<file path="src/rtl/carf_pkg.sv">
// shared constants, register codes and control structs for the cave automaton row filter
// no dependencies
package carf_pkg;

    localparam int ROW_BITS      = 64;
    localparam int MAX_WIDTH_DEF = 64;
    localparam int WIDTH_BITS    = 7;
    localparam int HEIGHT_BITS   = 16;
    localparam int NEAR_BITS     = 4;
    localparam int FAR_BITS      = 6;
    localparam int CFG_IDX_BITS  = 2;
    localparam int CFG_DATA_BITS = 16;
    localparam int WIN_ROWS      = 5;

    localparam logic [WIDTH_BITS-1:0]         GRID_WIDTH_RST  = 7'd40;
    localparam logic [HEIGHT_BITS-1:0]        GRID_HEIGHT_RST = 16'd40;
    localparam logic [NEAR_BITS-1:0]          NEAR_CUTOFF_RST = 4'd5;
    localparam logic signed [FAR_BITS-1:0]    FAR_CUTOFF_RST  = 6'sd2;

    typedef enum logic [CFG_IDX_BITS-1:0] {
        REG_GRID_WIDTH  = 2'd0,
        REG_GRID_HEIGHT = 2'd1,
        REG_NEAR_CUTOFF = 2'd2,
        REG_FAR_CUTOFF  = 2'd3
    } t_reg_idx;

    typedef struct packed {
        logic [NEAR_BITS-1:0]        near_cutoff;
        logic signed [FAR_BITS-1:0]  far_cutoff;
    } t_cut;

    typedef struct packed {
        logic                   interior;
        logic [WIDTH_BITS-1:0]  width;
    } t_merge_ctl;

endpackage

</file>
<file path="src/rtl/carf_lane.sv">
// one cell lane: counts walls in the 3x3 and the cornerless 5x5 window, applies both cutoffs
// depends on carf_pkg
module carf_lane (
    input  logic [4:0][4:0]    i_nbhd,
    input  carf_pkg::t_cut     i_cut,
    output logic               o_wall
);

    logic [1:0] w_n1, w_n2, w_n3;
    logic [3:0] w_near_cnt;
    logic [1:0] w_f0, w_f4;
    logic [2:0] w_f1, w_f2, w_f3;
    logic [4:0] w_far_cnt;

    // near window: rows 1..3, columns 1..3
    assign w_n1 = 2'(i_nbhd[1][1]) + 2'(i_nbhd[1][2]) + 2'(i_nbhd[1][3]);
    assign w_n2 = 2'(i_nbhd[2][1]) + 2'(i_nbhd[2][2]) + 2'(i_nbhd[2][3]);
    assign w_n3 = 2'(i_nbhd[3][1]) + 2'(i_nbhd[3][2]) + 2'(i_nbhd[3][3]);
    assign w_near_cnt = 4'(w_n1) + 4'(w_n2) + 4'(w_n3);

    // far window: outer rows skip their corners
    assign w_f0 = 2'(i_nbhd[0][1]) + 2'(i_nbhd[0][2]) + 2'(i_nbhd[0][3]);
    assign w_f4 = 2'(i_nbhd[4][1]) + 2'(i_nbhd[4][2]) + 2'(i_nbhd[4][3]);
    assign w_f1 = 3'(i_nbhd[1][0]) + 3'(i_nbhd[1][1]) + 3'(i_nbhd[1][2])
                + 3'(i_nbhd[1][3]) + 3'(i_nbhd[1][4]);
    assign w_f2 = 3'(i_nbhd[2][0]) + 3'(i_nbhd[2][1]) + 3'(i_nbhd[2][2])
                + 3'(i_nbhd[2][3]) + 3'(i_nbhd[2][4]);
    assign w_f3 = 3'(i_nbhd[3][0]) + 3'(i_nbhd[3][1]) + 3'(i_nbhd[3][2])
                + 3'(i_nbhd[3][3]) + 3'(i_nbhd[3][4]);
    assign w_far_cnt = 5'(w_f0) + 5'(w_f4) + 5'(w_f1) + 5'(w_f2) + 5'(w_f3);

    assign o_wall = (w_near_cnt >= i_cut.near_cutoff)
                 || ($signed({1'b0, w_far_cnt}) <= $signed(i_cut.far_cutoff));

endmodule

</file>
<file path="src/rtl/carf_merge.sv">
// merge stage: takes lane decisions for interior columns of interior rows, the center row elsewhere
// depends on carf_pkg
module carf_merge #(
    parameter int P_MAX_WIDTH = carf_pkg::MAX_WIDTH_DEF
) (
    input  logic [P_MAX_WIDTH-1:0]   i_lane_wall,
    input  logic [P_MAX_WIDTH-1:0]   i_center,
    input  carf_pkg::t_merge_ctl     i_ctl,
    output logic [P_MAX_WIDTH-1:0]   o_cells
);

    assign o_cells[0] = i_center[0];

    for (genvar x = 1; x < P_MAX_WIDTH; x++) begin : g_col
        localparam logic [carf_pkg::WIDTH_BITS-1:0] LIM = carf_pkg::WIDTH_BITS'(x + 2);
        // column x is interior when x <= width - 2
        assign o_cells[x] = (i_ctl.interior && (i_ctl.width >= LIM))
                          ? i_lane_wall[x] : i_center[x];
    end

endmodule

</file>
<file path="src/rtl/cave_automaton_row_filter.sv">
// cave automaton row filter, top level: row history, job window, lane array, output register
// an accepted row loads the job window, whose result words then go to the output register
// throughput: one row per cycle while the output is not stalled; the frame's last row holds
// the input for three words (two or one in shorter frames), as the flushed rows share the lanes
// reset: synchronous active low; clears row history, row counter, valids, restores registers
// depends on carf_pkg, carf_lane, carf_merge
module cave_automaton_row_filter #(
    parameter int P_MAX_WIDTH = carf_pkg::MAX_WIDTH_DEF
) (
    input  logic                                  i_clk,
    input  logic                                  i_rst_n,
    input  logic                                  i_cfg_we,
    input  logic [carf_pkg::CFG_IDX_BITS-1:0]     i_cfg_index,
    input  logic [carf_pkg::CFG_DATA_BITS-1:0]    i_cfg_data,
    input  logic                                  i_in_valid,
    output logic                                  o_in_ready,
    input  logic [carf_pkg::ROW_BITS-1:0]         i_row_cells,
    output logic                                  o_out_valid,
    input  logic                                  i_out_ready,
    output logic [carf_pkg::ROW_BITS-1:0]         o_out_cells,
    output logic [carf_pkg::HEIGHT_BITS-1:0]      o_out_row_index,
    output logic                                  o_last_of_run,
    output logic                                  o_last_of_frame
);

    localparam int WB = carf_pkg::WIDTH_BITS;
    localparam int HB = carf_pkg::HEIGHT_BITS;
    localparam int NR = carf_pkg::WIN_ROWS;

    // configuration
    logic [WB-1:0]                        r_grid_width;
    logic [HB-1:0]                        r_grid_height;
    logic [carf_pkg::NEAR_BITS-1:0]       r_near_cutoff;
    logic signed [carf_pkg::FAR_BITS-1:0] r_far_cutoff;

    // stream state
    logic [P_MAX_WIDTH-1:0] r_hist [4];
    logic [HB-1:0]          r_rows_seen;

    // job window
    logic                   r_job_valid;
    logic [1:0]             r_job_cnt;
    logic [HB-1:0]          r_job_row;
    logic [P_MAX_WIDTH-1:0] r_job_rows [NR];

    // output word
    logic                   r_o_valid;
    logic [P_MAX_WIDTH-1:0] r_o_cells;
    logic [HB-1:0]          r_o_row_index;
    logic                   r_o_lor;
    logic                   r_o_lof;

    logic [WB-1:0]          w_width;
    logic [P_MAX_WIDTH-1:0] w_mask;
    logic [P_MAX_WIDTH-1:0] w_cur;
    logic [HB-1:0]          w_last;
    logic                   w_out_free;
    logic                   w_step;
    logic                   w_job_done;
    logic                   w_accept;
    logic                   w_y_ge2;
    logic                   w_is_last;
    logic [4:0]             w_have;
    logic [P_MAX_WIDTH-1:0] w_win [7];
    logic [1:0]             n_job_cnt;
    logic [1:0]             n_shift;
    logic [HB-1:0]          n_job_row;
    logic [P_MAX_WIDTH-1:0] n_job_rows [NR];
    logic [P_MAX_WIDTH+3:0] w_pad [NR];
    logic [P_MAX_WIDTH-1:0] w_lane_wall;
    logic [P_MAX_WIDTH-1:0] w_result;
    carf_pkg::t_cut         w_cut;
    carf_pkg::t_merge_ctl   w_mctl;

    assign w_width = (r_grid_width > WB'(P_MAX_WIDTH)) ? WB'(P_MAX_WIDTH) : r_grid_width;

    for (genvar x = 0; x < P_MAX_WIDTH; x++) begin : g_mask
        assign w_mask[x] = (w_width > WB'(x));
    end

    assign w_cur  = i_row_cells[P_MAX_WIDTH-1:0] & w_mask;
    assign w_last = r_grid_height - HB'(1);

    // handshake
    assign w_out_free = !r_o_valid || i_out_ready;
    assign w_step     = r_job_valid && w_out_free;
    assign w_job_done = w_step && (r_job_cnt == 2'd1);
    assign o_in_ready = !r_job_valid || w_job_done;
    assign w_accept   = i_in_valid && o_in_ready;

    // rows y-4 .. y+2 around the incoming row, zeroed where outside the frame
    for (genvar k = 0; k < 5; k++) begin : g_have
        assign w_have[k] = (({1'b0, r_rows_seen} + 17'(k)) >= 17'd4)
                        && (({1'b0, r_rows_seen} + 17'(k)) <= ({1'b0, w_last} + 17'd4));
    end

    // history rows are masked to the width in use now
    always_comb begin
        for (int k = 0; k < 4; k++) begin
            w_win[k] = w_have[k] ? (r_hist[3-k] & w_mask) : '0;
        end
        w_win[4] = w_have[4] ? w_cur : '0;
        w_win[5] = '0;
        w_win[6] = '0;
    end

    assign w_y_ge2   = (r_rows_seen >= HB'(2));
    assign w_is_last = (r_rows_seen == w_last);

    always_comb begin
        if (w_y_ge2) begin
            n_job_cnt = w_is_last ? 2'd3 : 2'd1;
            n_shift   = 2'd0;
            n_job_row = r_rows_seen - HB'(2);
        end else begin
            n_job_cnt = !w_is_last ? 2'd0 : (r_rows_seen[0] ? 2'd2 : 2'd1);
            n_shift   = r_rows_seen[0] ? 2'd1 : 2'd2;
            n_job_row = '0;
        end
        for (int j = 0; j < NR; j++) begin
            case (n_shift)
                2'd0:    n_job_rows[j] = w_win[j];
                2'd1:    n_job_rows[j] = w_win[j+1];
                default: n_job_rows[j] = w_win[j+2];
            endcase
        end
    end

    // configuration port
    always_ff @(posedge i_clk) begin
        if (!i_rst_n) begin
            r_grid_width  <= carf_pkg::GRID_WIDTH_RST;
            r_grid_height <= carf_pkg::GRID_HEIGHT_RST;
            r_near_cutoff <= carf_pkg::NEAR_CUTOFF_RST;
            r_far_cutoff  <= carf_pkg::FAR_CUTOFF_RST;
        end else if (i_cfg_we) begin
            case (carf_pkg::t_reg_idx'(i_cfg_index))
                carf_pkg::REG_GRID_WIDTH:  r_grid_width  <= i_cfg_data[WB-1:0];
                carf_pkg::REG_GRID_HEIGHT: r_grid_height <= i_cfg_data[HB-1:0];
                carf_pkg::REG_NEAR_CUTOFF:
                    r_near_cutoff <= i_cfg_data[carf_pkg::NEAR_BITS-1:0];
                carf_pkg::REG_FAR_CUTOFF:
                    r_far_cutoff  <= $signed(i_cfg_data[carf_pkg::FAR_BITS-1:0]);
                default: ;
            endcase
        end
    end

    // row history and row counter
    always_ff @(posedge i_clk) begin
        if (!i_rst_n) begin
            for (int i = 0; i < 4; i++) begin
                r_hist[i] <= '0;
            end
            r_rows_seen <= '0;
        end else if (w_accept) begin
            r_hist[3]   <= r_hist[2];
            r_hist[2]   <= r_hist[1];
            r_hist[1]   <= r_hist[0];
            r_hist[0]   <= w_cur;
            r_rows_seen <= w_is_last ? '0 : r_rows_seen + HB'(1);
        end
    end

    // job window: loaded on accept, slides one row per emitted word
    always_ff @(posedge i_clk) begin
        if (!i_rst_n) begin
            r_job_valid <= 1'b0;
            r_job_cnt   <= '0;
        end else if (w_accept) begin
            r_job_valid <= (n_job_cnt != 2'd0);
            r_job_cnt   <= n_job_cnt;
        end else if (w_step) begin
            r_job_valid <= (r_job_cnt != 2'd1);
            r_job_cnt   <= r_job_cnt - 2'd1;
        end
    end

    always_ff @(posedge i_clk) begin
        if (w_accept) begin
            r_job_row <= n_job_row;
            for (int j = 0; j < NR; j++) begin
                r_job_rows[j] <= n_job_rows[j];
            end
        end else if (w_step) begin
            r_job_row <= r_job_row + HB'(1);
            for (int j = 0; j < NR - 1; j++) begin
                r_job_rows[j] <= r_job_rows[j+1];
            end
            r_job_rows[NR-1] <= '0;
        end
    end

    // lane array
    assign w_cut.near_cutoff = r_near_cutoff;
    assign w_cut.far_cutoff  = r_far_cutoff;

    for (genvar j = 0; j < NR; j++) begin : g_pad
        assign w_pad[j] = {2'b00, r_job_rows[j], 2'b00};
    end

    for (genvar x = 0; x < P_MAX_WIDTH; x++) begin : g_lane
        logic [4:0][4:0] w_nbhd;
        for (genvar j = 0; j < NR; j++) begin : g_r
            for (genvar c = 0; c < 5; c++) begin : g_c
                assign w_nbhd[j][c] = w_pad[j][x+c];
            end
        end
        carf_lane u_lane (
            .i_nbhd (w_nbhd),
            .i_cut  (w_cut),
            .o_wall (w_lane_wall[x])
        );
    end

    assign w_mctl.interior = (r_job_row >= HB'(1)) && (r_job_row < w_last);
    assign w_mctl.width    = w_width;

    carf_merge #(
        .P_MAX_WIDTH (P_MAX_WIDTH)
    ) u_merge (
        .i_lane_wall (w_lane_wall),
        .i_center    (r_job_rows[2]),
        .i_ctl       (w_mctl),
        .o_cells     (w_result)
    );

    // output register
    always_ff @(posedge i_clk) begin
        if (!i_rst_n) begin
            r_o_valid <= 1'b0;
        end else if (w_step) begin
            r_o_valid <= 1'b1;
        end else if (i_out_ready) begin
            r_o_valid <= 1'b0;
        end
    end

    always_ff @(posedge i_clk) begin
        if (w_step) begin
            r_o_cells     <= w_result;
            r_o_row_index <= r_job_row;
            r_o_lor       <= (r_job_cnt == 2'd1);
            r_o_lof       <= (r_job_row == w_last);
        end
    end

    assign o_out_valid     = r_o_valid;
    assign o_out_cells     = carf_pkg::ROW_BITS'(r_o_cells);
    assign o_out_row_index = r_o_row_index;
    assign o_last_of_run   = r_o_lor;
    assign o_last_of_frame = r_o_lof;

    // checks
    a_job_cnt_nonzero: assert property (@(posedge i_clk) disable iff (!i_rst_n)
        r_job_valid |-> (r_job_cnt != 2'd0))
        else $error("job window valid with no words left");

    a_flush_three: assert property (@(posedge i_clk) disable iff (!i_rst_n)
        (w_accept && w_is_last && w_y_ge2) |=> (r_job_valid && (r_job_cnt == 2'd3)))
        else $error("frame end did not load a three word flush");

    a_frame_end_closes_run: assert property (@(posedge i_clk) disable iff (!i_rst_n)
        (o_out_valid && o_last_of_frame) |-> o_last_of_run)
        else $error("last row of frame is not the last word of its run");

    a_no_accept_mid_job: assert property (@(posedge i_clk) disable iff (!i_rst_n)
        (r_job_valid && (r_job_cnt != 2'd1)) |-> !o_in_ready)
        else $error("row accepted while job window still has words");

endmodule

</file>
<file path="config.mk">
export PLATFORM = sky130hd
export DESIGN_NAME = cave_automaton_row_filter
export DESIGN_NICKNAME = d
export VERILOG_FILES = /design/src/rtl/carf_pkg.sv /design/src/rtl/carf_lane.sv /design/src/rtl/carf_merge.sv /design/src/rtl/cave_automaton_row_filter.sv
export SDC_FILE = /design/constraint.sdc
export NUM_CORES = 2
export LEC_CHECK = 0
export ABC_AREA = 1
export BUFFER_PORTS_ARGS = -buffer_cell sky130_fd_sc_hd__buf_2
export CAP_MARGIN = 10
export CORE_MARGIN = 4
export CORE_UTILIZATION = 60
export DETAILED_ROUTE_END_ITERATION = 10
export PLACE_DENSITY = 0.79
export RECOVER_POWER = 50
export SLEW_MARGIN = 20
export SYNTH_ARGS = -nofsm -noshare
export SYNTH_HDL_FRONTEND = slang
export SYNTH_SLANG_ARGS = --single-unit
</file>
<file path="constraint.sdc">
create_clock -name i_clk -period 17.85 [get_ports i_clk]
set_clock_uncertainty 0.1 [all_clocks]
set_input_delay 1.785 -clock i_clk [delete_from_list [all_inputs] [get_ports i_clk]]
set_output_delay 1.785 -clock i_clk [all_outputs]
set_load 0.01 [all_outputs]
</file>
Yosys cells after proc, flatten, opt, wreduce, memory -nomap -nowiden
Memory sizes are Yosys's and may differ from the RTL's.
Index checks and enable logic that the tools add are counted.
Operators by class
  $add $sub $neg: 1748
  $lt $le $gt $ge: 267
  eq/ne operators: 8
  multiplexer cells: 107
  bitwise logic cells: 14
  reduce and logical (&&, ||, !) cells: 148
Operators by type and width (number)
  3-bit by 1-bit adder with 3-bit output: 549
  1-bit by 1-bit adder with 2-bit output: 501
  64-bit 2-to-1 mux: 15
  5-bit by 3-bit adder with 5-bit output: 189
  2-bit by 1-bit adder with 2-bit output: 310
  64-bit one-hot mux with 2 select lines: 4
  2-bit by 2-bit adder with 3-bit output: 126
  6-bit <= comparator: 63
  64-bit AND: 5
  4-bit by 2-bit adder with 4-bit output: 63
  4-bit greater-or-equal comparator: 63
  7-bit by 6-bit greater-or-equal comparator with 1-bit output (second input constant): 32
  7-bit by 6-bit > comparator with 1-bit output (second input constant): 32
  7-bit by 5-bit greater-or-equal comparator with 1-bit output (second input constant): 16
  7-bit by 5-bit > comparator with 1-bit output (second input constant): 16
  1-bit 2-to-1 mux: 75
  1-bit logical AND: 72
  17-bit by 3-bit greater-or-equal comparator with 1-bit output (second input constant): 4
  17-bit <= comparator: 4
  1-bit logical OR: 65
  16-bit 2-to-1 mux: 4
  7-bit by 4-bit greater-or-equal comparator with 1-bit output (second input constant): 8
  7-bit by 4-bit > comparator with 1-bit output (second input constant): 8
  16-bit by 2-bit adder with 17-bit output (second input constant): 2
  29 further kinds: 66
Storage, ports and cells
  bits in registers: 151
  bits in writable memories: 576
  bits of input ports: 87
  output and inout port bits: 84
  memories kept: 2
Memory list
  r_job_rows: depth 5, bits a word 64, rd ports 5, clocked after memory_dff 0, wr ports 5, RTL line cave_automaton_row_filter.sv:44  | logic [P_MAX_WIDTH-1:0] r_job_rows [NR];
  r_hist: depth 4, bits a word 64, rd ports 4, clocked after memory_dff 0, wr ports 4, RTL line cave_automaton_row_filter.sv:37  | logic [P_MAX_WIDTH-1:0] r_hist [4];

Depth between registers and ports, before layout
An unclocked memory read counts as a cell.
  word-level depth: 11
  gate-level depth with buffers: 31

Cells and area by module
Synthesis repeated with hierarchy kept, for this count alone.
Unflattened totals
  cell total of the unflattened synthesis: 13181
  area total of the unflattened synthesis: 105238.4 um^2
By module, submodules not included
  carf_lane (g_lane[17].u_lane ...): times used 55, cells an instance 119, area an instance 964.7 um^2
  cave_automaton_row_filter: times used 1, cells an instance 5163, area an instance 41886.4 um^2
  carf_lane (g_lane[0].u_lane ...): times used 7, cells an instance 121, area an instance 959.7 um^2
  carf_merge: times used 1, cells an instance 382, area an instance 1655.3 um^2
  carf_lane (g_lane[16].u_lane): times used 1, cells an instance 123, area an instance 964.7 um^2
  carf_lane (g_lane[39].u_lane): times used 1, cells an instance 121, area an instance 957.2 um^2

Least setup slack after synthesis
No wires, ideal clock.
  path kind: input port to flip-flop
  start point: input i_out_ready
  end point: register r_job_cnt[0]
  setup time: 0.096 ns
  data arrival time: 12.962 ns
  path slack: 4.692 ns
  cell stages on the path: 6
  cell sequence: nor2_1 > nor2_1 > a21oi_1 > inv_1 > o21ai_0 > a21oi_1
On the way
  word-level cells in the longest chain between the ends: 6
RTL lines
  start: declaration: RTL line cave_automaton_row_filter.sv:19  | input logic i_out_ready,
  1-bit logical OR *: RTL line cave_automaton_row_filter.sv:85  | assign w_out_free = !r_o_valid || i_out_ready;
  1-bit logical AND *: RTL line cave_automaton_row_filter.sv:86  | assign w_step = r_job_valid && w_out_free;
  named net w_step: RTL line cave_automaton_row_filter.sv:58  | logic w_step;
  1-bit logical AND: RTL line cave_automaton_row_filter.sv:87  | assign w_job_done = w_step && (r_job_cnt == 2'd1);
  1-bit logical OR: RTL line cave_automaton_row_filter.sv:88  | assign o_in_ready = !r_job_valid || w_job_done;
  1-bit logical AND: RTL line cave_automaton_row_filter.sv:89  | assign w_accept = i_in_valid && o_in_ready;
  2-bit 2-to-1 mux or 2-bit nonzero test (tied branches)
  end signal: assignment: RTL line cave_automaton_row_filter.sv:172  | r_job_cnt <= n_job_cnt;
  end signal: assignment: RTL line cave_automaton_row_filter.sv:175  | r_job_cnt <= r_job_cnt - 2'd1;
  end: declaration: RTL line cave_automaton_row_filter.sv:42  | logic [1:0] r_job_cnt;
Mark *: on every way through the listed nets, which the timed path passes. The rest lies on a longest branch.
A chain may end at the register's enable or synchronous reset.

==> metrics.txt <==
worst-path maximum fanout=about 170; hold path start=r_far_cutoff[1]$_SDFFE_PN1P_; Core Util, Final=0.639; register area=21,300 um2; Critical Path, Cell by Cell=buf_2 > clkbuf_1 > nand2_1 > clkbuf_1; initial antenna violation count=9; drt first-iter violations=~9,200; non-filler instance count after layout=about 14,000; Cell variety after synth=64; hold_buf cts=0; Seq/Total Area, Yosys=0.206; cell count after synthesis=between 10,000 and 15,000; die height=around 420 um; Rows=around 150; Hold Path Sink=r_far_cutoff[1]$_SDFFE_PN1P_; max incr delay on CP=6.84 ns; Hold Fails Final Rpt=0; Worst-path clk slew=around 0.06 ns; status=finished, violations left; flop2flop setup slack=~7.3 ns; Area contributors post-synth=fa_1 (24%), edfxtp_1 (20%), ha_1 (18%); TritonCTS Sinks=between 700 and 800; final setup fails=0; DRT Wirelength=just over 300 mm; post-DP HPWL=around 230 mm; worst reg-to-reg path cell count=7; placed cell count=roughly 14,000; DRT Pass-1 Iters=10; gr ovfl total=0; Mapped Avg Cell Area=8.54 um2; Sum Neg Setup Slack=0 ns; DIE AREA=approximately 180,000 um2; asr flop ratio synth=0; TritonCTS clock tree=built; H-tree levels=3; worst-skew pair later-pin latency=~0.74 ns; Crit Path Class=in -> reg; crit path DAT=about 12 ns; Tcrit/Tclk final=0.660; GR Util All Layers=0.346; Initial Util=0.606; worst r2r dst=r_hist[0][13]$_SDFFCE_PN0P_; root buffer cell=clkbuf_16; via/cell ratio=~6; fill count=around 14,000; min Tclk post-route=11.79 ns; Crit Reg-Reg Startpoint=r_job_cnt[0]$_SDFFE_PN0P_; largest net degree at the start of global routing=around 170; Slew HR=-5.44; Post-synth top flop=edfxtp_1; maximum clock insertion buffer count=3; top achievable clock speed=84.8 MHz; CP required=about 18 ns; Max Cap Viol=8; TritonCTS Buffers=slightly below 90; Post-synth EDFFs=674; Hold Crit Class=reg -> reg; core footprint=roughly 170,000 um2; synth warn=0; Die Span X=between 400 and 500 um; most frequent CP cell=clkbuf_1; CP max-delay cell=clkbuf_1; Nets=roughly 15,000; register bit total from synthesis=roughly 730; failing checks=design-rule violations, max-capacitance violations, max-slew violations; layout cells sized above 1=0.0318; multi-input logic area=roughly 68,000 um2; CP bufs+invs=3; Setup Buffers After CTS=0; Boundary Pins=171; Slew @ Worst Pin=9.66 ns; Top Family by Delay on Critical Path=buffers and inverters; RSZ-0062 raised after global routing=false; first-pass GRT wire length=483 mm; most frequent cell after synthesis=inv_1; Final Slew Violations=640; CP Launch Type=input port; cts repair resizes=0; GP Congestion=0.968; routed vias=~85,000; most frequent cells after synthesis=inv_1 (3,366), ha_1 (1,515), nand2_1 (1,402); Area growth syn-to-layout=5.36%; vias in the first global route=just under 90,000; synthesized net count=14,900; Hold Crit Depth=2; area leader, netlist=fa_1; share of the synthesized area in the top cell type=0.239; Routed Antenna Nets=0; IO buf count=170; Post-Syn Area=approximately 100,000 um2; endpoint type of the worst setup path=flop; Post-route DRC=1; WL/cell=21.5 um
logic make-up (layout without fill, tap and decap cells):
group,after synthesis,after routing,share of synthesized area
simple gates,3745,3745,0.161
fa+ha+maj,2746,2746,0.423
flops,727,727,0.206
xor+xnor,194,194,0.0166
buf+inv,3762,3798,0.140
other cells,0,4,0
compound gates,913,913,0.0530
cell type report:
type                       count  share of cell area
clock inverter                51             0.00540
timing repair buffer         250              0.0128
tap                         2295              0.0264
inverter                    3391               0.117
clock buffer                 106              0.0209
multi-input combinational   7598               0.621
antenna                        4           0.0000921
sequential                   727               0.196
metrics by stage:
step / setup WS (ns) / area [um2] / hold WS (ns)
4_1_cts: 11.25 / 109000 / 0.373
3_3_place_gp: 11.48 / 106000 / 0.356
2_1_floorplan: 4.69 / 103000 / 0.355
5_1_grt: 5.54 / 109000 / 0.416
6_report: 6.06 / 109000 / 0.372
3_5_place_dp: 11.37 / 106000 / 0.365
cell usage in the layout, fill, tap and decap left out, types with 7 or more instances in the layout:
| cell | instances |
|---|---|
| a221oi_1 | 60 |
| edfxtp_1 | 674 |
| nand3_2 | 10 |
| dfxtp_1 | 51 |
| o32ai_1 | 18 |
| a211oi_1 | 9 |
| clkbuf_1 | 108 |
| xor2_1 | 128 |
| clkinv_1 | 22 |
| nor2_4 | 7 |
| bufinv_16 | 11 |
| clkinv_2 | 18 |
| ha_1 | 1515 |
| o21a_1 | 13 |
| xnor2_1 | 65 |
| nor2_2 | 13 |
| nor2_1 | 1109 |
| nand2_1 | 1399 |
| nor3_1 | 92 |
| fa_1 | 1231 |
| o31ai_1 | 61 |
| buf_4 | 66 |
| inv_2 | 14 |
| a21o_1 | 51 |
| nand3_1 | 386 |
| buf_2 | 85 |
| inv_6 | 8 |
| o21ai_0 | 306 |
| nand4_1 | 670 |
| a21boi_0 | 14 |
| inv_1 | 3357 |
| a21oi_1 | 282 |
| o211ai_1 | 14 |
| o21bai_1 | 60 |
| nor4_1 | 12 |
| nand2_2 | 16 |
| clkbuf_16 | 87 |
per-layer routing:
metal	GRT usage	part of all wire	up-vias
li1	-	-	37900
met1	0.455	0.38	40800
met2	0.544	0.45	5108
met3	0.0738	0.12	1080
met4	0.173	0.059	2
met5	0	0.000029	-
tightest hold or removal path, cell delays in order, from the launching register on:
cell and delay (ns):
dfxtp_1 0.31, clkinv_2 0.04, o21ai_0 0.07
how the worst max path moves through the flow:
stage / startpoint / end / cells after the start
final: i_rst_n / r_hist[0][13]$_SDFFCE_PN0P_ / 4
after floorplan: i_out_ready / r_job_cnt[0]$_SDFFE_PN0P_ / 6
after global placement: r_grid_height[0]$_SDFFE_PN0P_ / r_job_rows[1][22]$_DFFE_PP_ / 27
after global routing: i_rst_n / r_hist[1][13]$_SDFFCE_PN0P_ / 4
after detailed placement: r_grid_height[0]$_SDFFE_PN0P_ / r_job_rows[3][34]$_DFFE_PP_ / 28
after CTS: r_grid_height[0]$_SDFFE_PN0P_ / r_job_rows[3][21]$_DFFE_PP_ / 28
sequential cells by signal, indices dropped and copies added, names as in the netlist, 7 cells and up:
name	cells
r_job_rows	320
r_job_row	16
r_grid_height	16
r_hist	256
o_out_cells	64
r_grid_width	7
o_out_row_index	16
r_rows_seen	16
Power is left out: the tool's default activity adds up to more than one toggle a clock period on the data nets, which glitch-free logic cannot reach.
